$ cat src/rtkss_pkg.sv
package rtkss_pkg;

    localparam int MAX_KEEP       = 64;
    localparam int KEEP_W         = $clog2(MAX_KEEP + 1);
    localparam int ROW_INDEX_BITS = 16;
    localparam int VALUE_W        = 32;
    localparam int POS_W          = 16;

    localparam logic signed [VALUE_W-1:0] VALUE_MAX = {1'b0, {(VALUE_W-1){1'b1}}};
    localparam logic [POS_W-1:0]          POS_NONE  = {POS_W{1'b1}};

    typedef struct packed {
        logic signed [VALUE_W-1:0] sample_value;
        logic                      row_end;
    } in_t;

    typedef struct packed {
        logic signed [VALUE_W-1:0] chosen_value;
        logic [POS_W-1:0]          chosen_position;
        logic                      position_valid;
        logic                      final_result;
    } out_t;

    typedef struct packed {
        logic signed [VALUE_W-1:0] value;
        logic [POS_W-1:0]          position;
        logic                      filled;
    } entry_t;

    typedef struct packed {
        logic insert;
        logic shift;
        logic clear;
    } cell_ctrl_t;

endpackage

$ cat src/rtkss_cell.sv
module rtkss_cell
    import rtkss_pkg::*;
(
    input  logic                      aclk,
    input  logic                      aresetn,
    input  cell_ctrl_t                ctrl,
    input  logic signed [VALUE_W-1:0] new_value,
    input  logic [POS_W-1:0]          new_position,
    input  entry_t                    prev_entry,
    input  logic                      prev_gt,
    input  entry_t                    next_entry,
    output entry_t                    entry,
    output logic                      gt
);

    entry_t ent_reg;
    entry_t ent_next;

    // unfilled slots rank above any value
    assign gt    = !ent_reg.filled || (ent_reg.value > new_value);
    assign entry = ent_reg;

    always_comb begin
        ent_next = ent_reg;
        if (ctrl.insert && gt) begin
            if (prev_gt) begin
                ent_next = prev_entry;
            end else begin
                ent_next.value    = new_value;
                ent_next.position = new_position;
                ent_next.filled   = 1'b1;
            end
        end else if (ctrl.shift) begin
            ent_next = next_entry;
        end
        if (ctrl.clear) begin
            ent_next.filled = 1'b0;
        end
    end

    always_ff @(posedge aclk) begin
        if (!aresetn) begin
            ent_reg.filled <= 1'b0;
        end else begin
            ent_reg.filled <= ent_next.filled;
        end
        ent_reg.value    <= ent_next.value;
        ent_reg.position <= ent_next.position;
    end

endmodule

$ cat config.mk
export PLATFORM = sky130hd
export DESIGN_NAME = rtkss_cell
export DESIGN_NICKNAME = d
export VERILOG_FILES = /design/src/rtkss_pkg.sv /design/src/rtkss_cell.sv
export SDC_FILE = /design/constraint.sdc
export NUM_CORES = 1
export LEC_CHECK = 0
export ABC_CLOCK_PERIOD_IN_PS = 5040
export BUFFER_PORTS_ARGS = -buffer_cell sky130_fd_sc_hd__buf_2
export CAP_MARGIN = 30
export CORE_MARGIN = 5
export CORE_UTILIZATION = 25
export DETAILED_ROUTE_END_ITERATION = 10
export HOLD_SLACK_MARGIN = 0.05
export PLACE_DENSITY_LB_ADDON = 0.12
export SLEW_MARGIN = 30
export SYNTH_ARGS = -nofsm -noshare
export SYNTH_HDL_FRONTEND = slang
export SYNTH_SLANG_ARGS = --single-unit
$ cat constraint.sdc
create_clock -name aclk -period 5.04 [get_ports aclk]
set_clock_uncertainty 0.05 [all_clocks]
set_input_delay 1.008 -clock aclk [delete_from_list [all_inputs] [get_ports aclk]]
set_output_delay 1.008 -clock aclk [all_outputs]
set_load 0.05 [all_outputs]
* Yosys cells after proc, flatten, opt, wreduce, memory -nomap -nowiden
Index checks and enable logic that the tools add are counted.
Word-level totals: register bits after elaboration 49, logic and storage cells 13
Cells by class: order comparisons 1, multiplexer cells 3, bitwise logic cells 1, reductions and logical operators 5
Operator list (number):
- two-way mux 49 bit | 3
- greater-than comparator 32 bit | 1
- nonzero test 2 bit | 1
- OR reduction 2 bit | 1
- logical AND 1 bit | 1
- zero test 1 bit | 1
- logical OR 1 bit | 1
- NOT 1 bit | 1

* Longest topological paths before layout
word-level depth 4, mapped depth 11, gate-level depth less buffers 9

* Worst setup path after synthesis
OpenSTA, ideal clock, no wires.
kind in2reg, start point in new_value[23], end point reg ent_reg, in the netlist entry[10] (enable), library setup time 0.407 ns, arrival 3.632 ns, slack 0.950 ns, cell stages on the path 9, path through inv_1 ha_1 nand4_1 nor4_2 o311a_1 o41ai_1 a211oi_2 buf_4 or3_1
Between the ends: cells in the longest elaborated chain, start to end 4
RTL lines:
- start, declared | line rtkss_cell.sv:7 | input logic signed [VALUE_W-1:0] new_value,
- greater-than comparator 32 bit | line rtkss_cell.sv:20 | assign gt = !ent_reg.filled || (ent_reg.value > new_value);
- logical OR 1 bit | line rtkss_cell.sv:20
- logical AND 1 bit | line rtkss_cell.sv:25 | if (ctrl.insert && gt) begin
- nonzero test 2 bit (no line)
- end, declared | line rtkss_cell.sv:16 | entry_t ent_reg;
No other way between the ends. A chain may end at the register's enable or synchronous reset.

* Final worst setup path
start point in new_value[27], end point out gt
Between the ends: cells in the longest elaborated chain, start to end 2
RTL lines:
- greater-than comparator 32 bit | line rtkss_cell.sv:20
- logical OR 1 bit | line rtkss_cell.sv:20
- end, declared | line rtkss_cell.sv:13 | output logic gt
No other way between the ends.

==> impl_metrics.ini <==
[place]
place_congestion = 0.828
port_buffers = 201
hpwl_um = 9190
pre_cts_slack_ns = 0.814

[layout]
largest_reg_flops = 49
final_net_count = 722
synthToLayoutAreaGrowth_pct = 37.4
register_area_mm2 = 0.00146
final_layout_size_suffix_gt1_share_pct = 40.4
n_antenna_cell = 0
num-fill-cells = 1485
multi_input_area_mm2 = 0.00182

[critical_path]
r2r_start = entry[44]
arrival_ns = 3.16
crit_path_max_fanout = 3
setup.worst_path.class = in2out
critPathLaunch = new_value[27]
crit_required_ns = 3.98
start_kind = primary input
cpPeakStageDelay_ns = 0.41
cp_slowest_cell = nor4_2
crit_chain = buf_2, inv_1, ha_1, nand4_1, nor4_2, o311a_1, o41ai_1, a211o_1, nand3_2, buf_2
cpMostUsedCell = buf_2
cp-end-kind = output pin

[global_routing]
grtUsageTotal_pct = 14.2
grt-ovfl-total = 0
grt_pass1_wl_um = 18600
grt_max_degree = 50
first_global_vias = 3681
grt_antenna_before_repair = 0

[yosys]
seq_area_frac_synth_pct = 41.6
synth_compound_area_share_pct = 14.1
synthMuxAreaShare_pct = 13.7
ys_seq_elements = 49
syn_inst = 351
netlist_area_mm2 = 0.00352
ys_warn_count = 0
yosys.area_share.simple_pct = 12.2
syn_nets = 535
synth_top_family_by_area = compound AO/OA/AOI/OAI gates
yosysTopAreaCell = edfxtp_1
synthAdderAreaFrac_pct = 11.4
synth_top_area_share_pct = 41.0
synthXorXnorAreaFrac_pct = 0
ys_types = 30
syn_area_per_cell_um2 = 10.0
synthTopCellsByArea = edfxtp_1 41%, mux2i_1 14%, ha_1 11%, a31oi_1 8.5%, nor3_1 7.1%

[run_status]
status = finished clean

[hold_path]
hp-start = entry[0]
min_path_type = reg2reg

[clock_tree]
clk_pin_slew_ns = 0.06
cts_htree_levels = 2
clock-sinks = 49
ctsHoldBuffers = 0
cts_tree = done
cts_setup_buffers = 0
cts_resized = 0
root_buffer = clkbuf_16
clkLatencyLatePin_ns = 0.29
cts_made_buffers = 5
clockBufferDepth = 2

[sta]
fin_crit_ns = 4.22
fin_crit_sh_pct = 83.6
tightest_slew_ns = 0.948
finalHoldViolCount = 0
rsz0062_at_grt = no
clock.fmax_mhz = 237
slew_headroom_pct = 36.8
setup_viol_count_final = 0
tns_ns = 0
finalMaxSlewViolations = 0
setup_ws_ns = 0.824

[routing]
routed.top_layer = met4
route.detailed.drc = 0
drt_iter0_drc = 79
dr.pass1.iters = 4
drt-total-wl_um = 12000
wl_met2_um = 5540
wl_per_cell_um = 16.7
dr_wl_met3_um = 1060
drt-met1-wl_um = 5350
ant_nets = 0
vias = 3411
drt-vias-per-instance = 4.74

[die]
core_area_mm2 = 0.0138
boundaryPins = 202
die_area_mm2 = 0.0165
dieHeight_um = 129
die_x_um = 129
placement_rows = 43
initial_core_util_pct = 25.4

[flow_run]
drv_cap = 0

[power]
p_leak_nw = 2.30
ir_drop_mv = 0.121
powerDensity_mw_per_mm2 = 319
==> worst max-delay path, delay by kind of cell <==
family	cells	cell delay [ns]
AOI/OAI and AO/OA	3	0.71
and+or+nand+nor	3	0.73
adders and majority gates	1	0.30
buffers and inverters	3	0.40
==> Yosys cell counts <==
library cell and count:
a2111oi_1 1, a211o_1 1, a211oi_1 3, a211oi_2 1
a21oi_1 12, a221oi_1 1, a31oi_1 48, a41o_1 1
and4_1 3, buf_2 10, buf_4 2, clkbuf_1 15
dfxtp_1 1, edfxtp_1 48, ha_1 32, inv_1 34
mux2i_1 48, nand2_1 8, nand3_1 2, nand4_1 6
nor2_1 7, nor2b_1 5, nor3_1 50, nor4_2 1
o211ai_1 1, o21ai_0 4, o21ai_1 3, o311a_1 1
o41ai_1 1, or3_1 1
==> per-layer routing <==
| layer | vias up | GRT usage (%) |
|---|---|---|
| met5 | - | 0 |
| met4 | 0 | 3.21 |
| met3 | 6 | 4.44 |
| met2 | 135 | 23.2 |
| met1 | 1548 | 18.6 |
| li1 | 1722 | - |
==> through the flow <==
| step | total power, mW | utilization [%] | instance area [um^2] | instances | hold WS [ns] |
|---|---|---|---|---|---|
| 2_1_floorplan | 1.02 | - | 3520 | 351 | 0.842 |
| 3_3_place_gp | 1.21 | 33.9 | 4690 | 711 | 0.652 |
| 3_5_place_dp | 1.22 | 33.9 | 4690 | 711 | 0.654 |
| 4_1_cts | 1.57 | 34.9 | 4830 | 719 | 0.671 |
| 5_1_grt | 1.64 | 34.9 | 4830 | 719 | 0.715 |
| 6_report | 1.54 | 34.9 | 4830 | 719 | 0.672 |
==> worst paths after layout <==
path         slack (ns)  depth (start not counted)   endpoint
min                0.67                          2   entry[0]
max                0.82                         10         gt
max reg2reg        1.83                          9  entry[47]
min reg2reg        0.67                          2   entry[0]
==> kinds of logic after synthesis <==
kind of cell	count (synthesis)
AOI/OAI and AO/OA	78
buffers and inverters	61
muxes	48
and+or+nand+nor	83
adders and majority gates	32
DFF	49
==> power breakdown <==
| part | internal, mW | switching [mW] | total (mW) |
|---|---|---|---|
| logic | 0.190 | 0.448 | 0.639 |
| clock network | 0.198 | 0.143 | 0.342 |
| registers | 0.532 | 0.0296 | 0.562 |
| total | 0.921 | 0.621 | 1.54 |
==> layout make-up <==
| type | instances | share of cell area [%] |
|---|---|---|
| Tap cell | 180 | 4.66 |
| Multi-Input combinational cell | 241 | 37.7 |
| Inverter | 34 | 2.64 |
| Sequential cell | 49 | 30.2 |
| Timing Repair Buffer | 207 | 21.8 |
| Clock buffer | 8 | 3.03 |
==> cells in the final DEF (no fill, tap or decap) <==
master       n
mux2i_1     48
nand2_1      8
o21ai_0      4
nand4_1      6
clkbuf_1     2
o311a_1      1
o41ai_1      1
a211oi_4     1
a41o_2       1
dfxtp_1      1
buf_2      201
a211oi_1     3
and4_1       3
nor2_1       7
nor2b_1      5
nand3_2      1
a2111oi_1    1
ha_1        32
buf_4        6
clkbuf_8     1
nor3_1      50
nand3_1      1
clkbuf_16    5
a211o_1      1
a221oi_1     1
a21oi_1     12
a31oi_1     48
nor4_2       1
or3_2        1
o211ai_1     1
o21ai_1      3
inv_1       34
edfxtp_1    48
Power figures use the tool's default switching activity.
